File: src/hw/rtl/mie_pkg.sv
`timescale 1ns / 1ps
`default_nettype none

package mie_pkg;

    // fixed widths of the item fields
    localparam int FIELD_W  = 63;
    localparam int STATUS_W = 2;

    // result status codes
    localparam logic [STATUS_W-1:0] ST_OK    = 2'd0;
    localparam logic [STATUS_W-1:0] ST_ZERO  = 2'd1;
    localparam logic [STATUS_W-1:0] ST_NOINV = 2'd2;

    // sequencer states
    typedef enum logic [5:0] {
        S_IDLE   = 6'b000001,
        S_START  = 6'b000010,
        S_ALIGN  = 6'b000100,
        S_SUB    = 6'b001000,
        S_UPDATE = 6'b010000,
        S_FIN    = 6'b100000
    } state_t;

    // operations of the shared subtract/compare unit
    typedef enum logic [0:0] {
        ALU_ALIGN = 1'b0,
        ALU_SUB   = 1'b1
    } alu_op_t;

endpackage

`default_nettype wire

File: src/hw/rtl/mie_alu.sv
`timescale 1ns / 1ps
`default_nettype none

module mie_alu
    import mie_pkg::*;
#(
    parameter int RW = 63
)
(
    input  alu_op_t         op,
    input  logic [RW-1:0]   rem,
    input  logic [RW-1:0]   dvs,
    output logic [RW-1:0]   diff,
    output logic            ge
);

    logic [RW+1:0] sub_b;
    logic [RW+1:0] full;

    // align compares against the doubled divisor, sub against the divisor itself
    // two guard bits keep the sign right when the doubled divisor tops the remainder
    always_comb
    begin
        unique case (op)
            ALU_ALIGN: sub_b = {1'b0, dvs, 1'b0};
            ALU_SUB:   sub_b = {2'b00, dvs};
        endcase
        full = {2'b00, rem} - sub_b;
        ge   = ~full[RW+1];
        diff = full[RW-1:0];
    end

endmodule

`default_nettype wire

File: src/hw/rtl/modular_inverse_euclid.sv
`timescale 1ns / 1ps
`default_nettype none

// Modular inverse by the extended Euclidean algorithm. A transfer on the input
// channel takes modulus m and value z (low WIDTH-1 bits used); one result
// follows with inverse = z^-1 mod m and status 0, or inverse 0 with status 1
// when z is zero, or status 2 when gcd(m, z) is not one. Each Euclid step
// divides with one shared subtract/compare unit: it shifts the divisor up one
// bit a cycle while its double still fits under the remainder, then takes one
// quotient bit a cycle on the way down while the coefficient is built by
// shift-and-add. One item is in work at a time; in_ready is high only between
// items, while a finished result can sit in the output register until taken.
module modular_inverse_euclid
    import mie_pkg::*;
#(
    parameter int WIDTH = 64
)
(
    input  wire                   clk,
    input  wire                   rst_n,
    input  wire                   in_valid,
    output logic                  in_ready,
    input  wire  [FIELD_W-1:0]    modulus,
    input  wire  [FIELD_W-1:0]    value,
    output logic                  out_valid,
    input  wire                   out_ready,
    output logic [FIELD_W-1:0]    inverse,
    output logic [STATUS_W-1:0]   status
);

    localparam int RW = WIDTH - 1;
    localparam int CW = WIDTH;
    localparam int KW = $clog2(RW);

    state_t state_reg, state_next;

    logic [RW-1:0] m_reg, m_next;
    logic [RW-1:0] prev_r_reg, prev_r_next;
    logic [RW-1:0] cur_r_reg, cur_r_next;
    logic [RW-1:0] rem_reg, rem_next;
    logic [RW-1:0] d_reg, d_next;
    logic [CW-1:0] prev_c_reg, prev_c_next;
    logic [CW-1:0] cur_c_reg, cur_c_next;
    logic [CW-1:0] t_reg, t_next;
    logic [KW-1:0] k_reg, k_next;
    logic          zero_reg, zero_next;

    logic                 out_valid_reg, out_valid_next;
    logic [FIELD_W-1:0]   inverse_reg, inverse_next;
    logic [STATUS_W-1:0]  status_reg, status_next;

    alu_op_t       alu_op;
    logic [RW-1:0] alu_diff;
    logic          alu_ge;
    logic [CW-1:0] coef_fix;

    // shared subtract/compare unit
    assign alu_op = (state_reg == S_ALIGN) ? ALU_ALIGN : ALU_SUB;

    mie_alu #(
        .RW (RW)
    ) u_alu (
        .op   (alu_op),
        .rem  (rem_reg),
        .dvs  (d_reg),
        .diff (alu_diff),
        .ge   (alu_ge)
    );

    // negative coefficient brought into range
    assign coef_fix = prev_c_reg[CW-1] ? (prev_c_reg + {1'b0, m_reg}) : prev_c_reg;

    assign in_ready  = (state_reg == S_IDLE);
    assign out_valid = out_valid_reg;
    assign inverse   = inverse_reg;
    assign status    = status_reg;

    // sequencer
    always_comb
    begin
        state_next     = state_reg;
        m_next         = m_reg;
        prev_r_next    = prev_r_reg;
        cur_r_next     = cur_r_reg;
        rem_next       = rem_reg;
        d_next         = d_reg;
        prev_c_next    = prev_c_reg;
        cur_c_next     = cur_c_reg;
        t_next         = t_reg;
        k_next         = k_reg;
        zero_next      = zero_reg;
        out_valid_next = out_valid_reg;
        inverse_next   = inverse_reg;
        status_next    = status_reg;

        if (out_valid_reg && out_ready)
        begin
            out_valid_next = 1'b0;
        end

        unique case (state_reg)
            S_IDLE:
            begin
                if (in_valid)
                begin
                    m_next      = modulus[RW-1:0];
                    prev_r_next = modulus[RW-1:0];
                    cur_r_next  = value[RW-1:0];
                    prev_c_next = '0;
                    cur_c_next  = CW'(1);
                    zero_next   = (value[RW-1:0] == '0);
                    state_next  = S_START;
                end
            end
            S_START:
            begin
                rem_next = prev_r_reg;
                d_next   = cur_r_reg;
                k_next   = '0;
                t_next   = '0;
                if (zero_reg || (cur_r_reg == '0))
                begin
                    state_next = S_FIN;
                end
                else
                begin
                    state_next = S_ALIGN;
                end
            end
            S_ALIGN:
            begin
                // grow divisor while its double still fits under the remainder
                if (alu_ge)
                begin
                    d_next = {d_reg[RW-2:0], 1'b0};
                    k_next = k_reg + KW'(1);
                end
                else
                begin
                    state_next = S_SUB;
                end
            end
            S_SUB:
            begin
                // one quotient bit, coefficient product by shift-and-add
                if (alu_ge)
                begin
                    rem_next = alu_diff;
                    t_next   = {t_reg[CW-2:0], 1'b0} + cur_c_reg;
                end
                else
                begin
                    t_next   = {t_reg[CW-2:0], 1'b0};
                end
                if (k_reg == '0)
                begin
                    state_next = S_UPDATE;
                end
                else
                begin
                    d_next = {1'b0, d_reg[RW-1:1]};
                    k_next = k_reg - KW'(1);
                end
            end
            S_UPDATE:
            begin
                prev_r_next = cur_r_reg;
                cur_r_next  = rem_reg;
                prev_c_next = cur_c_reg;
                cur_c_next  = prev_c_reg - t_reg;
                state_next  = S_START;
            end
            S_FIN:
            begin
                // load the result once the output register is free
                if (!out_valid_reg || out_ready)
                begin
                    out_valid_next = 1'b1;
                    if (zero_reg)
                    begin
                        inverse_next = '0;
                        status_next  = ST_ZERO;
                    end
                    else if (prev_r_reg != RW'(1))
                    begin
                        inverse_next = '0;
                        status_next  = ST_NOINV;
                    end
                    else
                    begin
                        inverse_next = FIELD_W'(coef_fix[RW-1:0]);
                        status_next  = ST_OK;
                    end
                    state_next = S_IDLE;
                end
            end
            default:
            begin
                state_next = S_IDLE;
            end
        endcase
    end

    // control registers
    always_ff @(posedge clk or negedge rst_n)
    begin
        if (!rst_n)
        begin
            state_reg     <= S_IDLE;
            out_valid_reg <= 1'b0;
        end
        else
        begin
            state_reg     <= state_next;
            out_valid_reg <= out_valid_next;
        end
    end

    // datapath registers
    always_ff @(posedge clk)
    begin
        m_reg       <= m_next;
        prev_r_reg  <= prev_r_next;
        cur_r_reg   <= cur_r_next;
        rem_reg     <= rem_next;
        d_reg       <= d_next;
        prev_c_reg  <= prev_c_next;
        cur_c_reg   <= cur_c_next;
        t_reg       <= t_next;
        k_reg       <= k_next;
        zero_reg    <= zero_next;
        inverse_reg <= inverse_next;
        status_reg  <= status_next;
    end

    // each Euclid step leaves a remainder below its divisor
    a_rem_shrinks: assert property (@(posedge clk) disable iff (!rst_n)
        (state_reg == S_UPDATE) |-> (rem_reg < cur_r_reg))
        else $error("remainder not below divisor at step end");

    // the divisor being aligned is never zero
    a_div_nonzero: assert property (@(posedge clk) disable iff (!rst_n)
        (state_reg == S_ALIGN || state_reg == S_SUB) |-> (d_reg != '0))
        else $error("zero divisor in division");

    // a presented result carries a defined status, inverse zero unless found
    a_status_code: assert property (@(posedge clk) disable iff (!rst_n)
        out_valid_reg |-> ((status_reg == ST_OK)
            || ((status_reg == ST_ZERO || status_reg == ST_NOINV)
                && (inverse_reg == '0))))
        else $error("bad result status");

endmodule

`default_nettype wire
File: config.mk
export PLATFORM = sky130hd
export DESIGN_NAME = modular_inverse_euclid
export DESIGN_NICKNAME = d
export VERILOG_FILES = /design/src/hw/rtl/mie_pkg.sv /design/src/hw/rtl/mie_alu.sv /design/src/hw/rtl/modular_inverse_euclid.sv
export SDC_FILE = /design/constraint.sdc
export NUM_CORES = 2
export LEC_CHECK = 0
export BUFFER_PORTS_ARGS = -buffer_cell sky130_fd_sc_hd__buf_2
export CAP_MARGIN = 20
export CORE_MARGIN = 2
export CORE_UTILIZATION = 45
export DETAILED_ROUTE_END_ITERATION = 12
export SYNTH_ARGS = -nofsm -noshare
export SYNTH_HDL_FRONTEND = slang
export SYNTH_SLANG_ARGS = --single-unit
export TNS_END_PERCENT = 20
File: constraint.sdc
create_clock -name clk -period 10.6 [get_ports clk]
set_input_delay 1.06 -clock clk [delete_from_list [all_inputs] [get_ports clk]]
set_output_delay 1.06 -clock clk [all_outputs]
set_load 0.01 [all_outputs]
# Yosys cells after proc, flatten, opt, wreduce, memory -nomap -nowiden
# Cells that the tools add are included.
dict set report word_totals {
  reg_bits 586
  input_bits 130
  out_inout_bits 67
}
dict set report op_classes {
  addsub 6
  n_eq_ne 14
  n_mux 31
  n_reduce_logical 17
}
# operator count
set op_table {}
lappend op_table {{$pmux W64 S2} 3}
lappend op_table {{$mux W63} 6}
lappend op_table {{$pmux W63 S2} 3}
lappend op_table {{$mux W64} 3}
lappend op_table {{$pmux W63 S3} 1}
lappend op_table {{$pmux W65 S2} 1}
lappend op_table {{$logic_not A63 Y1} 2}
lappend op_table {{$sub A63 B65 Y65} 1}
lappend op_table {{$add A64 B64 Y64} 1}
lappend op_table {{$sub A64 B64 Y64} 1}
lappend op_table {{$add A63 B63 Y63} 1}
lappend op_table {{$ne A63 B1 Y1 const B} 1}
lappend op_table {{$mux W6} 7}
lappend op_table {{$pmux W6 S6} 1}
lappend op_table {{$pmux W6 S3} 1}
lappend op_table {{$ne A2 B2 Y1 const B} 6}
lappend op_table {{$reduce_and A2 Y1} 4}
lappend op_table {{$add A6 B1 Y6 const B} 1}
lappend op_table {{$eq A6 B1 Y1 const B} 1}
lappend op_table {{$eq A6 B2 Y1 const B} 1}
lappend op_table {{$eq A6 B3 Y1 const B} 1}
lappend op_table {{$eq A6 B4 Y1 const B} 1}
lappend op_table {{$eq A6 B5 Y1 const B} 1}
lappend op_table {{$eq A6 B6 Y1 const B} 1}
lappend op_table {{other kinds (13)} 18}

# Longest topological paths before layout
dict set report logic_depth {
  word_depth 6
  mapped_depth 22
  depth_no_buf 19
}

# Modules after synthesis
# A second synthesis with hierarchy kept.
dict set report unflattened {
  cells_unflattened 4220
  hier_area_um2 39270.2
}
# module instances cells_each area_per_inst_um2 seq_area_each_um2
set modules_own_cells {}
lappend modules_own_cells {modular_inverse_euclid 1 3583 34848.4 17563.1}
lappend modules_own_cells {mie_alu 1 637 4421.7 0.0}

# Least setup slack after synthesis
# OpenSTA, ideal clock, no wires.
dict set report synth_timing {
  path_kind {reg2reg}
  startpoint {register state_reg[5]}
  endpoint {register d_reg[0], enable pin}
  arrival_ps 7442
  required_time_ps 10063
  path_slack_ps 2620
  path_stages_with_launch 22
  period_less_slack_ps 7980
  cell_sequence {dfrtp_1 nor2_1 nand2_1 nor3b_1 clkbuf_1 clkbuf_1 and2_1 a21oi_1 ha_1 buf_2 nand2_1 nor3_1 o211ai_1 a211oi_2 nor4b_1 o31a_1 o21ai_1 nand4_2 nand2_1 buf_2 nand2_1 a31oi_1}
}
dict set report synth_via {
  elab_chain_cells 6
  word_cells_on_any_way 10
  cone_classes {add/sub: 1; eq/ne: 5; mux: 2; reduce/logical: 2}
}
# item line_no
set synth_lines {}
lappend synth_lines {{start, declared} modular_inverse_euclid.sv:35} ;# state_t state_reg, state_next;
lappend synth_lines {{start signal, assigned} modular_inverse_euclid.sv:214} ;# state_reg <= state_next;
lappend synth_lines {{$eq A6 B3 Y1} {modular_inverse_euclid.sv:58, modular_inverse_euclid.sv:101}}
lappend synth_lines {{$mux W1} modular_inverse_euclid.sv:58} ;# assign alu_op = (state_reg == S_ALIGN) ? ALU_ALIGN : ALU_SUB;
lappend synth_lines {{$pmux W65 S2} mie_alu.sv:24} ;# unique case (op)
lappend synth_lines {{$sub A63 B65 Y65} mie_alu.sv:28} ;# full = {2'b00, rem} - sub_b;
lappend synth_lines {{$ne A2 B2 Y1 (no line)} -}
lappend synth_lines {{$reduce_and A3 Y1 (no line) (*)} -}
lappend synth_lines {{end signal, assigned} modular_inverse_euclid.sv:226} ;# d_reg <= d_next;
lappend synth_lines {{end, declared} modular_inverse_euclid.sv:41} ;# logic [RW-1:0] d_reg, d_next;
# Every way passes the cells marked *; elsewhere a longest branch is shown, timed or not. The select of a mux whose other input is x is not followed.
# A chain may end at the register's enable or synchronous reset.

# Worst setup path after layout
dict set report layout_timing {
  startpoint {register state_reg[1]}
  endpoint {register rem_reg[5], enable pin}
}
dict set report layout_via {
  elab_chain_cells 6
  word_cells_on_any_way 9
  cone_classes {add/sub: 1; eq/ne: 4; mux: 2; reduce/logical: 2}
}
# item line_no
set layout_lines {}
lappend layout_lines {{$eq A6 B3 Y1} modular_inverse_euclid.sv:58}
lappend layout_lines {{$mux W1} modular_inverse_euclid.sv:58}
lappend layout_lines {{$pmux W65 S2} mie_alu.sv:24}
lappend layout_lines {{$sub A63 B65 Y65} mie_alu.sv:28}
lappend layout_lines {{$ne A2 B2 Y1 (no line)} -}
lappend layout_lines {{$reduce_and A2 Y1 (no line) (*)} -}
lappend layout_lines {{end signal, assigned} modular_inverse_euclid.sv:225} ;# rem_reg <= rem_next;
lappend layout_lines {{end, declared} modular_inverse_euclid.sv:40} ;# logic [RW-1:0] rem_reg, rem_next;
# Marks and branches as above.

==> flow_metrics.tcl <==
set metrics [dict create \
    cts-root-buf "clkbuf_16" \
    multiInputGateArea_sq_um 20100 \
    numCtsBuffers 72 \
    cp-end-kind "register" \
    clk_pin_slew_ps 60 \
    drv_cap 0 \
    area_delta_synth_final_pct 10.9 \
    r2r_cells 18 \
    cp-endpoint "rem_reg[5]$_DFFE_PP_" \
    final_nets 4592 \
    grt-ovfl-total 0 \
    slew_viol_final 0 \
    skew_ps 28.5 \
    drcViolationCount 0 \
    io_buffers 196 \
    mostFrequentLayoutCells "nand2_1 (689), edfxtp_1 (579), a21oi_1 (403), nor2_1 (303), ha_1 (254)" \
    post-dp-hpwl_mm 93.5 \
    hold_slack_ps 273 \
    async_flop_share 0.0119 \
    worst_slew_pin_slew_ps 1090 \
    r2r_slack_ps 3160 \
    grt_start_max_net_pins 153 \
    cts_tree "built" \
    hold_class "in2async" \
    cts_setup_buffers 0 \
    ios 197 \
    cp.arrival_ps 7670 \
    grt_pass1_wl_mm 190 \
    p_leak_nw 17.6 \
    num_vias 32200 \
    synth_cells 4100 \
    grt_pass1_vias 30700 \
    yosysWarningCount 0 \
    syn_area_sq_um 38900 \
    ctsLongestPathBuffers 3 \
    antenna_found_initial 6 \
    cts_resized 0 \
    synth_ff_type "edfxtp_1" \
    seq_area_sq_um 17600 \
    synth_cell_types 95 \
    hold_viol 0 \
    postCtsHoldBufs 0 \
    cp-start-kind "register" \
    die_w_um 298 \
    relSlewSlack 0.264 \
    vias_per_cell 5.95 \
    die_area_sq_um 88800 \
    fp.coreArea_sq_um 85400 \
    power_mw 10.2 \
    worst-endpoint-required_ps 10830 \
    drt-total-wl_mm 126 \
    seq_area_frac_synth 0.451 \
    cts-htree-levels 3 \
    synth_seq_cells 586 \
    drive_gt1_frac 0.0888 \
    rsz0062_at_grt "no" \
    avgSynthCellArea_sq_um 9.49 \
    clock_latency_ps 630 \
    fmax_mhz 134 \
    routabilityCongestion 0.964 \
    wl_per_cell_um 23.2 \
    ant_nets 0 \
    final_util 0.505 \
    period_share 0.702 \
    setup-tns-final_ps 0 \
    die_y_um 298 \
    drt_iter0_markers 2892 \
    crit_fanout 63 \
    finalCriticalPeriod_ps 7440 \
    synth_edf_count 579 \
    status "complete, no violations" \
    critPathLaunch "state_reg[1]$_DFFE_PN0P_" \
    synth_nets 4489 \
    r2r_end "rem_reg[5]$_DFFE_PP_" \
    drt-pass1-iter-count 6 \
    start_util 0.456 \
    r2r-start "state_reg[1]$_DFFE_PN0P_" \
    fillers 8095 \
    critPathKind "reg2reg" \
    final_common_cell "nand2_1" \
    power.density_nw_per_um2 236 \
    clock-sinks 586 \
    finalSetupViolations 0 \
    rows 107 \
    track_usage 0.278 \
    ir_worst_vdd_mv 0.192 \
]
-- synth_stat cells (all sizes together) (40+ instances only) --
master | count | area share
xor2 | 95 | 0.021
xnor2 | 138 | 0.031
mux2i | 57 | 0.015
nor4 | 58 | 0.0099
nand3 | 80 | 0.010
o21ai | 211 | 0.027
edfxtp | 579 | 0.45
a21oi | 406 | 0.053
a221o | 72 | 0.019
and2 | 141 | 0.023
o21bai | 51 | 0.0098
nand2 | 693 | 0.067
clkbuf | 161 | 0.016
nor2 | 304 | 0.029
inv | 140 | 0.014
nor3 | 40 | 0.0054
ha | 254 | 0.082
nand4 | 76 | 0.012
a21o | 139 | 0.027
-- layout make-up --
type | instances | share of cell area
multi-input cells | 3179 | 0.466
repair buffers | 224 | 0.0279
flip-flops and latches | 586 | 0.407
inverters | 140 | 0.0122
clock inverters | 44 | 0.00992
diodes | 3 | 0.000174
well taps | 1144 | 0.0332
clock buffers | 86 | 0.0435
-- how the worst min path moves through the flow --
| stage | startpoint | endpoint |
|---|---|---|
| 4_1_cts | rst_n | out_valid$_DFF_PN0_ |
| 3_3_place_gp | zero_reg$_DFFE_PP_ | status[0]$_SDFFCE_PP1P_ |
| 6_report | rst_n | out_valid$_DFF_PN0_ |
| 3_5_place_dp | zero_reg$_DFFE_PP_ | status[0]$_SDFFCE_PP1P_ |
| 2_1_floorplan | zero_reg$_DFFE_PP_ | status[0]$_SDFFCE_PP1P_ |
| 5_1_grt | rst_n | out_valid$_DFF_PN0_ |
-- power by group --
group / switching [mW] / internal (mW) / leakage, nW
logic: 2.63 / 1.58 / 10.9
registers: 0.382 / 3.14 / 5.54
clock network: 1.03 / 1.42 / 1.11
total: 4.04 / 6.13 / 17.6
-- logic make-up (layout without fill, tap and decap cells) --
logic type,Yosys count,in the layout,synth area share
compound gates,1107,1107,0.184
other cells,0,3,0
xor+xnor,233,233,0.0525
buf+inv,335,494,0.0336
mux,57,57,0.0147
flops,586,586,0.451
fa+ha+maj,259,259,0.0843
simple gates,1523,1523,0.179
-- stage by stage --
stage	area [sq um]	setup WS, ps	std cells
CTS	43100	3190	5401
global placement	40800	3170	5270
detailed placement	40800	3210	5271
finish	43100	3160	5406
global route	43100	2710	5404
floorplan	38900	2620	4100
-- worst max-delay path, stage by stage, from the launching register on --
cell and delay [ps]:
dfrtp_1 420, nor4_1 430, nand3b_1 790, buf_4 590, a21oi_1 220, ha_1 330
a21oi_1 250, o21ai_0 210, o211ai_1 250, a211oi_2 100, nor4b_1 780, o31a_1 310
o21ai_1 160, nand4_2 100, buf_4 490, nand2_2 560, nand2_1 420, nand2_2 80
buf_4 420
-- routing by layer --
metal / global-route usage / part of all wire
met1: 0.401 / 0.45
met2: 0.414 / 0.43
met3: 0.0475 / 0.074
met4: 0.112 / 0.043
met5: 0 / 0.000080
No activity file was read; power rests on OpenSTA's default activity.
